===== config.mk =====
export PLATFORM = sky130hd
export DESIGN_NAME = base64_decoder_validator_unit
export DESIGN_NICKNAME = d
export VERILOG_FILES = /design/src/hdl/b64dv_pkg.sv /design/src/hdl/b64dv_front.sv /design/src/hdl/b64dv_queue.sv /design/src/hdl/b64dv_back.sv /design/src/hdl/base64_decoder_validator_unit.sv
export VERILOG_INCLUDE_DIRS = /design/src /design/src/hdl
export SDC_FILE = /design/constraint.sdc
export NUM_CORES = 1
export LEC_CHECK = 0
export BUFFER_PORTS_ARGS = -buffer_cell sky130_fd_sc_hd__buf_2
export CORE_UTILIZATION = 30
export DETAILED_ROUTE_END_ITERATION = 7
export SYNTH_ARGS = -nofsm -noshare
export SYNTH_HDL_FRONTEND = slang
export SYNTH_SLANG_ARGS = --single-unit

===== constraint.sdc =====
create_clock -name aclk -period 7.4 [get_ports aclk]
set_input_delay 1.48 -clock aclk [delete_from_list [all_inputs] [get_ports aclk]]
set_output_delay 1.48 -clock aclk [all_outputs]
set_load 0.05 [all_outputs]

===== src/hdl/assert_macros.svh =====
// Assertion macros shared by the decoder modules.
`ifndef ASSERT_MACROS_SVH
`define ASSERT_MACROS_SVH

// Same-cycle implication, disabled during reset.
`define B64_ASSERT_SAME(label, clk, rstn, ante, cons) \
    label: assert property (@(posedge clk) disable iff (!rstn) (ante) |-> (cons)) \
        else $error("assertion failed");

// Next-cycle implication, disabled during reset.
`define B64_ASSERT_NEXT(label, clk, rstn, ante, cons) \
    label: assert property (@(posedge clk) disable iff (!rstn) (ante) |=> (cons)) \
        else $error("assertion failed");

`endif


===== src/hdl/b64dv_pkg.sv =====
// Types, constants and helper functions for the base64 decoder/validator.
package b64dv_pkg;

    localparam int COUNT_WIDTH = 16;
    localparam int FIFO_DEPTH  = 4;
    localparam int FIFO_AW     = $clog2(FIFO_DEPTH);

    localparam logic [COUNT_WIDTH-1:0] COUNT_MAX = '1;

    localparam logic [7:0] CHAR_PAD   = 8'h3D;  // '='
    localparam logic [7:0] CHAR_PLUS  = 8'h2B;  // '+'
    localparam logic [7:0] CHAR_SLASH = 8'h2F;  // '/'

    typedef struct packed {
        logic [7:0] in_char;
        logic       in_last;
    } in_t;

    typedef struct packed {
        logic [7:0]  out_byte;
        logic        out_is_status;
        logic        out_valid;
        logic [15:0] out_count;
        logic        out_last;
    } out_t;

    // One accepted character's worth of results, queued between front and back.
    typedef struct packed {
        logic                   has_data;
        logic [7:0]             data_byte;
        logic                   has_status;
        logic                   status_ok;
        logic [COUNT_WIDTH-1:0] count;
    } job_t;

    typedef struct packed {
        logic full;
        logic empty;
    } q_status_t;

    typedef struct packed {
        logic is_sym;
        logic is_pad;
        logic [5:0] value;
    } sym_t;

    function automatic sym_t classify(input logic [7:0] c);
        sym_t r;
        r.is_sym = 1'b1;
        r.is_pad = 1'b0;
        r.value  = 6'd0;
        if (c inside {[8'h41:8'h5A]}) begin
            r.value = 6'(c - 8'h41);
        end else if (c inside {[8'h61:8'h7A]}) begin
            r.value = 6'(c - 8'h61 + 8'd26);
        end else if (c inside {[8'h30:8'h39]}) begin
            r.value = 6'(c - 8'h30 + 8'd52);
        end else if (c == CHAR_PLUS) begin
            r.value = 6'd62;
        end else if (c == CHAR_SLASH) begin
            r.value = 6'd63;
        end else if (c == CHAR_PAD) begin
            r.is_sym = 1'b0;
            r.is_pad = 1'b1;
        end else begin
            r.is_sym = 1'b0;
        end
        return r;
    endfunction

    // Low 16 bits of the count, zero-extended when the count is narrower.
    function automatic logic [15:0] count_to_port(input logic [COUNT_WIDTH-1:0] c);
        logic [COUNT_WIDTH+15:0] ext;
        ext = {16'd0, c};
        return ext[15:0];
    endfunction

endpackage


===== src/hdl/b64dv_front.sv =====
// Front end: accepts characters, decodes symbols, tracks group and padding state.
`include "assert_macros.svh"
module b64dv_front (
    input  logic             aclk,
    input  logic             aresetn,
    input  logic             s_valid,
    output logic             s_ready,
    input  b64dv_pkg::in_t   s_data,
    input  logic             q_full,
    output logic             push,
    output b64dv_pkg::job_t  push_job
);
    import b64dv_pkg::*;

    typedef enum logic [1:0] {
        PAD_NONE = 2'd0,
        PAD_HALF = 2'd1,
        PAD_DONE = 2'd2
    } pad_t;

    logic [1:0]             pos_reg, pos_next;
    logic [5:0]             prev_reg, prev_next;
    pad_t                   pad_reg, pad_next;
    logic                   err_reg, err_next;
    logic [COUNT_WIDTH-1:0] count_reg, count_next;

    sym_t       sym;
    logic       emit;
    logic [7:0] dbyte;
    logic       accept;

    assign s_ready = !q_full;
    assign accept  = s_valid && s_ready;

    always_comb begin
        sym       = classify(s_data.in_char);
        err_next  = err_reg;
        pad_next  = pad_reg;
        prev_next = prev_reg;
        emit      = 1'b0;
        dbyte     = 8'd0;
        if (pad_reg == PAD_DONE || (!sym.is_sym && !sym.is_pad)) begin
            err_next = 1'b1;
        end else if (sym.is_pad) begin
            case (pos_reg)
                2'd2: begin
                    if (prev_reg[3:0] != 4'd0) err_next = 1'b1;
                    pad_next = PAD_HALF;
                end
                2'd3: begin
                    if (pad_reg == PAD_NONE && prev_reg[1:0] != 2'd0) err_next = 1'b1;
                    pad_next = PAD_DONE;
                end
                default: err_next = 1'b1;
            endcase
        end else begin
            if (pos_reg == 2'd3 && pad_reg == PAD_HALF) begin
                err_next = 1'b1;
            end else if (!err_reg) begin
                case (pos_reg)
                    2'd1: begin
                        emit  = 1'b1;
                        dbyte = {prev_reg, sym.value[5:4]};
                    end
                    2'd2: begin
                        emit  = 1'b1;
                        dbyte = {prev_reg[3:0], sym.value[5:2]};
                    end
                    2'd3: begin
                        emit  = 1'b1;
                        dbyte = {prev_reg[1:0], sym.value};
                    end
                    default: emit = 1'b0;
                endcase
            end
            prev_next = sym.value;
        end
        pos_next   = pos_reg + 2'd1;
        count_next = (emit && count_reg != COUNT_MAX) ? count_reg + 1'b1 : count_reg;

        push_job.has_data   = emit;
        push_job.data_byte  = dbyte;
        push_job.has_status = s_data.in_last;
        push_job.status_ok  = !err_next && pos_next == 2'd0;
        push_job.count      = count_next;
        push = accept && (emit || s_data.in_last);
    end

    always_ff @(posedge aclk) begin
        if (!aresetn) begin
            pos_reg   <= 2'd0;
            prev_reg  <= 6'd0;
            pad_reg   <= PAD_NONE;
            err_reg   <= 1'b0;
            count_reg <= '0;
        end else if (accept) begin
            if (s_data.in_last) begin
                // start over for the next string
                pos_reg   <= 2'd0;
                prev_reg  <= 6'd0;
                pad_reg   <= PAD_NONE;
                err_reg   <= 1'b0;
                count_reg <= '0;
            end else begin
                pos_reg   <= pos_next;
                prev_reg  <= prev_next;
                pad_reg   <= pad_next;
                err_reg   <= err_next;
                count_reg <= count_next;
            end
        end
    end

    `B64_ASSERT_SAME(a_no_emit_after_err, aclk, aresetn, err_reg, !emit)
    `B64_ASSERT_NEXT(a_last_clears, aclk, aresetn, accept && s_data.in_last,
        pos_reg == 2'd0 && !err_reg && count_reg == '0)

endmodule


===== src/hdl/b64dv_queue.sv =====
// Short job queue decoupling the front end from the output stage.
`include "assert_macros.svh"
module b64dv_queue (
    input  logic                  aclk,
    input  logic                  aresetn,
    input  logic                  push,
    input  b64dv_pkg::job_t       push_job,
    input  logic                  pop,
    output b64dv_pkg::job_t       head_job,
    output b64dv_pkg::q_status_t  status
);
    import b64dv_pkg::*;

    job_t               slots_reg [FIFO_DEPTH];
    logic [FIFO_AW-1:0] wr_ptr_reg, wr_ptr_next;
    logic [FIFO_AW-1:0] rd_ptr_reg, rd_ptr_next;
    logic [FIFO_AW:0]   fill_reg, fill_next;

    function automatic logic [FIFO_AW-1:0] bump(input logic [FIFO_AW-1:0] p);
        return (p == FIFO_AW'(FIFO_DEPTH - 1)) ? '0 : p + 1'b1;
    endfunction

    assign status.full  = (fill_reg == (FIFO_AW+1)'(FIFO_DEPTH));
    assign status.empty = (fill_reg == '0);
    assign head_job     = slots_reg[rd_ptr_reg];

    always_comb begin
        wr_ptr_next = push ? bump(wr_ptr_reg) : wr_ptr_reg;
        rd_ptr_next = pop  ? bump(rd_ptr_reg) : rd_ptr_reg;
        fill_next   = fill_reg;
        if (push && !pop) fill_next = fill_reg + 1'b1;
        else if (pop && !push) fill_next = fill_reg - 1'b1;
    end

    always_ff @(posedge aclk) begin
        if (!aresetn) begin
            wr_ptr_reg <= '0;
            rd_ptr_reg <= '0;
            fill_reg   <= '0;
        end else begin
            wr_ptr_reg <= wr_ptr_next;
            rd_ptr_reg <= rd_ptr_next;
            fill_reg   <= fill_next;
        end
    end

    always_ff @(posedge aclk) begin
        if (push) slots_reg[wr_ptr_reg] <= push_job;
    end

    `B64_ASSERT_SAME(a_no_overflow, aclk, aresetn, push, !status.full)
    `B64_ASSERT_SAME(a_no_underflow, aclk, aresetn, pop, !status.empty)

endmodule


===== src/hdl/b64dv_back.sv =====
// Back end: turns queued jobs into result beats through an output register.
`include "assert_macros.svh"
module b64dv_back (
    input  logic                  aclk,
    input  logic                  aresetn,
    input  b64dv_pkg::job_t       head_job,
    input  b64dv_pkg::q_status_t  q_status,
    output logic                  pop,
    output logic                  m_valid,
    input  logic                  m_ready,
    output b64dv_pkg::out_t       m_data
);
    import b64dv_pkg::*;

    logic m_valid_reg, m_valid_next;
    out_t m_data_reg, m_data_next;
    logic done_reg, done_next;   // data beat of the head job already sent
    logic load;
    logic send_data;

    assign m_valid = m_valid_reg;
    assign m_data  = m_data_reg;

    always_comb begin
        load      = (!m_valid_reg || m_ready) && !q_status.empty;
        send_data = head_job.has_data && !done_reg;
        pop       = load && (!send_data || !head_job.has_status);
        done_next = load ? (send_data && head_job.has_status) : done_reg;

        m_valid_next = m_valid_reg;
        m_data_next  = m_data_reg;
        if (load) begin
            m_valid_next = 1'b1;
            if (send_data) begin
                m_data_next.out_byte      = head_job.data_byte;
                m_data_next.out_is_status = 1'b0;
                m_data_next.out_valid     = 1'b0;
                m_data_next.out_count     = 16'd0;
                m_data_next.out_last      = 1'b0;
            end else begin
                m_data_next.out_byte      = 8'd0;
                m_data_next.out_is_status = 1'b1;
                m_data_next.out_valid     = head_job.status_ok;
                m_data_next.out_count     = count_to_port(head_job.count);
                m_data_next.out_last      = 1'b1;
            end
        end else if (m_ready) begin
            m_valid_next = 1'b0;
        end
    end

    always_ff @(posedge aclk) begin
        if (!aresetn) begin
            m_valid_reg <= 1'b0;
            done_reg    <= 1'b0;
        end else begin
            m_valid_reg <= m_valid_next;
            done_reg    <= done_next;
        end
    end

    always_ff @(posedge aclk) begin
        m_data_reg <= m_data_next;
    end

    `B64_ASSERT_SAME(a_done_has_head, aclk, aresetn, done_reg,
        !q_status.empty && head_job.has_status)
    `B64_ASSERT_SAME(a_status_is_last, aclk, aresetn, m_valid_reg,
        m_data_reg.out_is_status == m_data_reg.out_last)

endmodule


===== src/hdl/base64_decoder_validator_unit.sv =====
// Top level of the streaming base64 decoder and validator.
//
//  channel | dir | ports                     | beat
//  --------+-----+---------------------------+------------------------------------
//  s_      | in  | s_valid s_ready s_data    | one character, last flag on final
//  m_      | out | m_valid m_ready m_data    | one decoded byte or end-of-string status
//
// One character is accepted per cycle while the four-entry job queue has room.
// Each result is written into the job queue and then registered in the output register before it appears.
// The output register sends one beat per cycle while m_ready is high; a final character that also completes
// a byte yields two beats, its data byte first and then its status.
// Reset (aresetn low, synchronous) clears the string state, queue and output valid.
// Output stalls back up through the queue into s_ready only when the queue is full.
module base64_decoder_validator_unit (
    input  logic             aclk,
    input  logic             aresetn,
    input  logic             s_valid,
    output logic             s_ready,
    input  b64dv_pkg::in_t   s_data,
    output logic             m_valid,
    input  logic             m_ready,
    output b64dv_pkg::out_t  m_data
);
    import b64dv_pkg::*;

    logic      push;
    logic      pop;
    job_t      push_job;
    job_t      head_job;
    q_status_t q_status;

    b64dv_front u_front (
        .aclk     (aclk),
        .aresetn  (aresetn),
        .s_valid  (s_valid),
        .s_ready  (s_ready),
        .s_data   (s_data),
        .q_full   (q_status.full),
        .push     (push),
        .push_job (push_job)
    );

    b64dv_queue u_queue (
        .aclk     (aclk),
        .aresetn  (aresetn),
        .push     (push),
        .push_job (push_job),
        .pop      (pop),
        .head_job (head_job),
        .status   (q_status)
    );

    b64dv_back u_back (
        .aclk     (aclk),
        .aresetn  (aresetn),
        .head_job (head_job),
        .q_status (q_status),
        .pop      (pop),
        .m_valid  (m_valid),
        .m_ready  (m_ready),
        .m_data   (m_data)
    );

endmodule

==> results_dict.tcl <==
set metrics [dict create \
    status "complete, but fails checks" \
    violations "design-rule violations" \
    period_minus_slack_ns 4.877 \
    avgSynthCellArea_um2 13.28 \
    synth.area.mux_share 0.08166 \
    cap_viol_max_count 0 \
    finalPower_mw 2.937 \
    switching_power_mw 0.9743 \
    placed_cells 951 \
    antenna_found_initial 0 \
    post_route_cells_drive_above_1_share 0.1839 \
    first_pass_iters 7 \
    post_cts_buffers 0 \
    cell_internal_pwr_mw 1.963 \
    synth-seq-cells 172 \
    final_cell_mix "edfxtp_1, nand2_1, buf_2" \
    grt_overflow 0 \
    start_util 0.3075 \
    power_switching_share 0.3317 \
    ir_drop_mv 0.1599 \
    cts_resized 0 \
    first_global_vias 4923 \
    totalWireLength_um 16210 \
    synth-xor-area-share 0.02174 \
    hp-class "reg -> reg" \
    leakage_nw 3.012 \
    via_per_inst 5.073 \
    layout_commonest_cell "edfxtp_1" \
    avgRoutedWirePerCell_um 16.51 \
    synth_compound_area_frac 0.09998 \
    tightest_slew_ns 1.007 \
    final_cells 982 \
    core_area_um2 26210 \
    fin_tns_setup_ns 0 \
    max_freq_mhz 205.0 \
    path_clk_slew_ns 0.06 \
    synth_area_leader_cell "edfxtp_1" \
    synthAdderAreaFrac 0.03509 \
    rsz0062_at_grt "no" \
    p_seq_frac 0.436 \
    largest_reg_flops 108 \
    crit_path_start_kind "primary input" \
    synth_top_area_frac 0.4993 \
    drv_slew 0 \
    gp_congestion 0.7996 \
    area_growth_pct 12.72 \
    grt_max_degree 33 \
    grt_util_all_layers 0.1207 \
    clkPwrFrac 0.287 \
    async_flop_share 0 \
    ant_nets 0 \
    drt_iter0_drc 403 \
    synth_area_um2 8059 \
    slew_headroom 0.3289 \
    synth_top_family_by_area "simple AND/OR/NAND/NOR gates" \
    p_per_area_nw_per_um2 323.3 \
    layout.nets 670 \
    ctsRootBufferMaster "clkbuf_16" \
    synth-seq-area-share 0.5937 \
    post-route-util 0.3466 \
    clock_latency_ns 0.42 \
    path_class "in -> reg" \
    cp_data_arrival_time_ns 5.22 \
    die_area_um2 27520 \
    yosys.area_share.simple 0.1306 \
    final-hold-violation-count 0 \
    dpl.hpwl_um 10650 \
    rows 59 \
    cp.required_ns 7.74 \
    grt_pass1_wl_um 26190 \
    die_w_um 165.9 \
    synthTopCellsByArea "edfxtp_1, dfxtp_1, mux4_2, ha_1, nand2_1" \
    cts_tree "done" \
    ios 42 \
    end_kind "register" \
    period_share 0.6591 \
    p_comb_frac 0.278 \
    setup_viol 0 \
    cts_buffers 17 \
    syn_inst 607 \
    ys_types 73 \
    drc 8 \
    fin_skew_ns 0.01215 \
    cts.sinks 172 \
    hold_ws_ns 0.4853 \
    htreeDepth 4 \
    crit_path_max_fanout 14 \
    port_buffers 41 \
    synthFlopType "edfxtp_1" \
    synth_nets 642 \
    die_h_um 165.9 \
    antenna_cells 0 \
    nFillCells 2523 \
    synth.yosys.warnings 0 \
    via_count 4982 \
    clock_path_buffers 2 \
    ctsHoldBuffers 0 \
    synth_edf_count 134 \
]
-- synth_stat cells (3+ instances only) --
| master | n |
|---|---|
| o21a_1 | 4 |
| o21ai_2 | 3 |
| a211o_1 | 6 |
| a211oi_1 | 4 |
| buf_4 | 3 |
| a222oi_1 | 3 |
| a21oi_1 | 19 |
| mux2i_1 | 5 |
| edfxtp_1 | 134 |
| buf_2 | 3 |
| nor2b_1 | 23 |
| nand2_1 | 41 |
| o22ai_1 | 5 |
| or3_1 | 5 |
| a22oi_1 | 5 |
| a31oi_1 | 11 |
| or4_1 | 5 |
| o21ai_0 | 19 |
| buf_6 | 4 |
| nand4b_1 | 5 |
| nor2_1 | 29 |
| nand3_1 | 21 |
| xor2_1 | 9 |
| nand3b_1 | 5 |
| nand4_1 | 7 |
| nor3_1 | 7 |
| mux4_2 | 27 |
| ha_1 | 21 |
| xnor2_1 | 11 |
| nor3b_1 | 4 |
| a32o_1 | 3 |
| dfxtp_1 | 38 |
| clkbuf_1 | 23 |
| a32oi_1 | 3 |
| o211ai_1 | 7 |
| nor4_1 | 4 |
| inv_1 | 23 |
| and2_1 | 14 |
-- stage by stage --
step	area [um^2]	setup slack (ns)
finish	9084	2.523
global route	9084	2.157
CTS	9084	2.542
detailed placement	8529	2.112
global placement	8529	2.209
floorplan	8059	2.952
-- worst paths after layout --
check,cells past startpoint,slack (ns),from,to
hold reg to reg,2,0.49,u_queue.rd_ptr_reg[0],register
setup / recovery,15,2.52,s_data[1],u_queue.fill_reg[2]
hold / removal,2,0.49,u_queue.rd_ptr_reg[0],register
setup reg to reg,12,3.07,u_front.pos_reg[0],u_queue.fill_reg[2]
-- critical path: stages --
cell     delay (ns)
buf_2          0.15
inv_1          0.10
ha_1           0.25
nor2b_1        0.14
o211a_1        0.22
nor3_2         0.52
o21ai_2        0.26
inv_1          0.41
o21a_1         0.30
ha_1           0.24
inv_1          0.07
fa_1           0.43
xor2_1         0.18
or3_1          0.30
a21oi_1        0.13
-- power groups by stage --
stage                     registers (mW)  clock network [mW]  logic, mW
final                               1.28               0.842      0.815
after CTS                           1.29               0.866      0.834
after floorplan                     1.54                   0      0.411
after detailed placement            1.31                   0      0.831
after global placement              1.31                   0      0.828
after global routing                1.30               0.901      0.876
-- layer usage --
| layer | wire length (um) | track usage |
|---|---|---|
| met4 | 182 | 0.03738 |
| met2 | 7646 | 0.1957 |
| met3 | 682 | 0.03265 |
| met5 | 0 | 0 |
| met1 | 7698 | 0.1568 |
-- final cells by class --
cell class,instances,area (um^2),area share
multi-input cells,374,2988,0.3289
repair buffers,47,250.2,0.02755
inverters,23,86.33,0.009504
well taps,335,419.2,0.04614
flip-flops and latches,172,4786,0.5269
clock buffers,22,454.2,0.05000
clock inverters,9,100.1,0.01102
-- cell families after synthesis --
kind of cell / Yosys count
mux: 32
xor+xnor: 20
fa+ha+maj: 22
buf+inv: 61
compound gates: 113
flops: 172
simple gates: 187
Power figures use the tool's default switching activity.
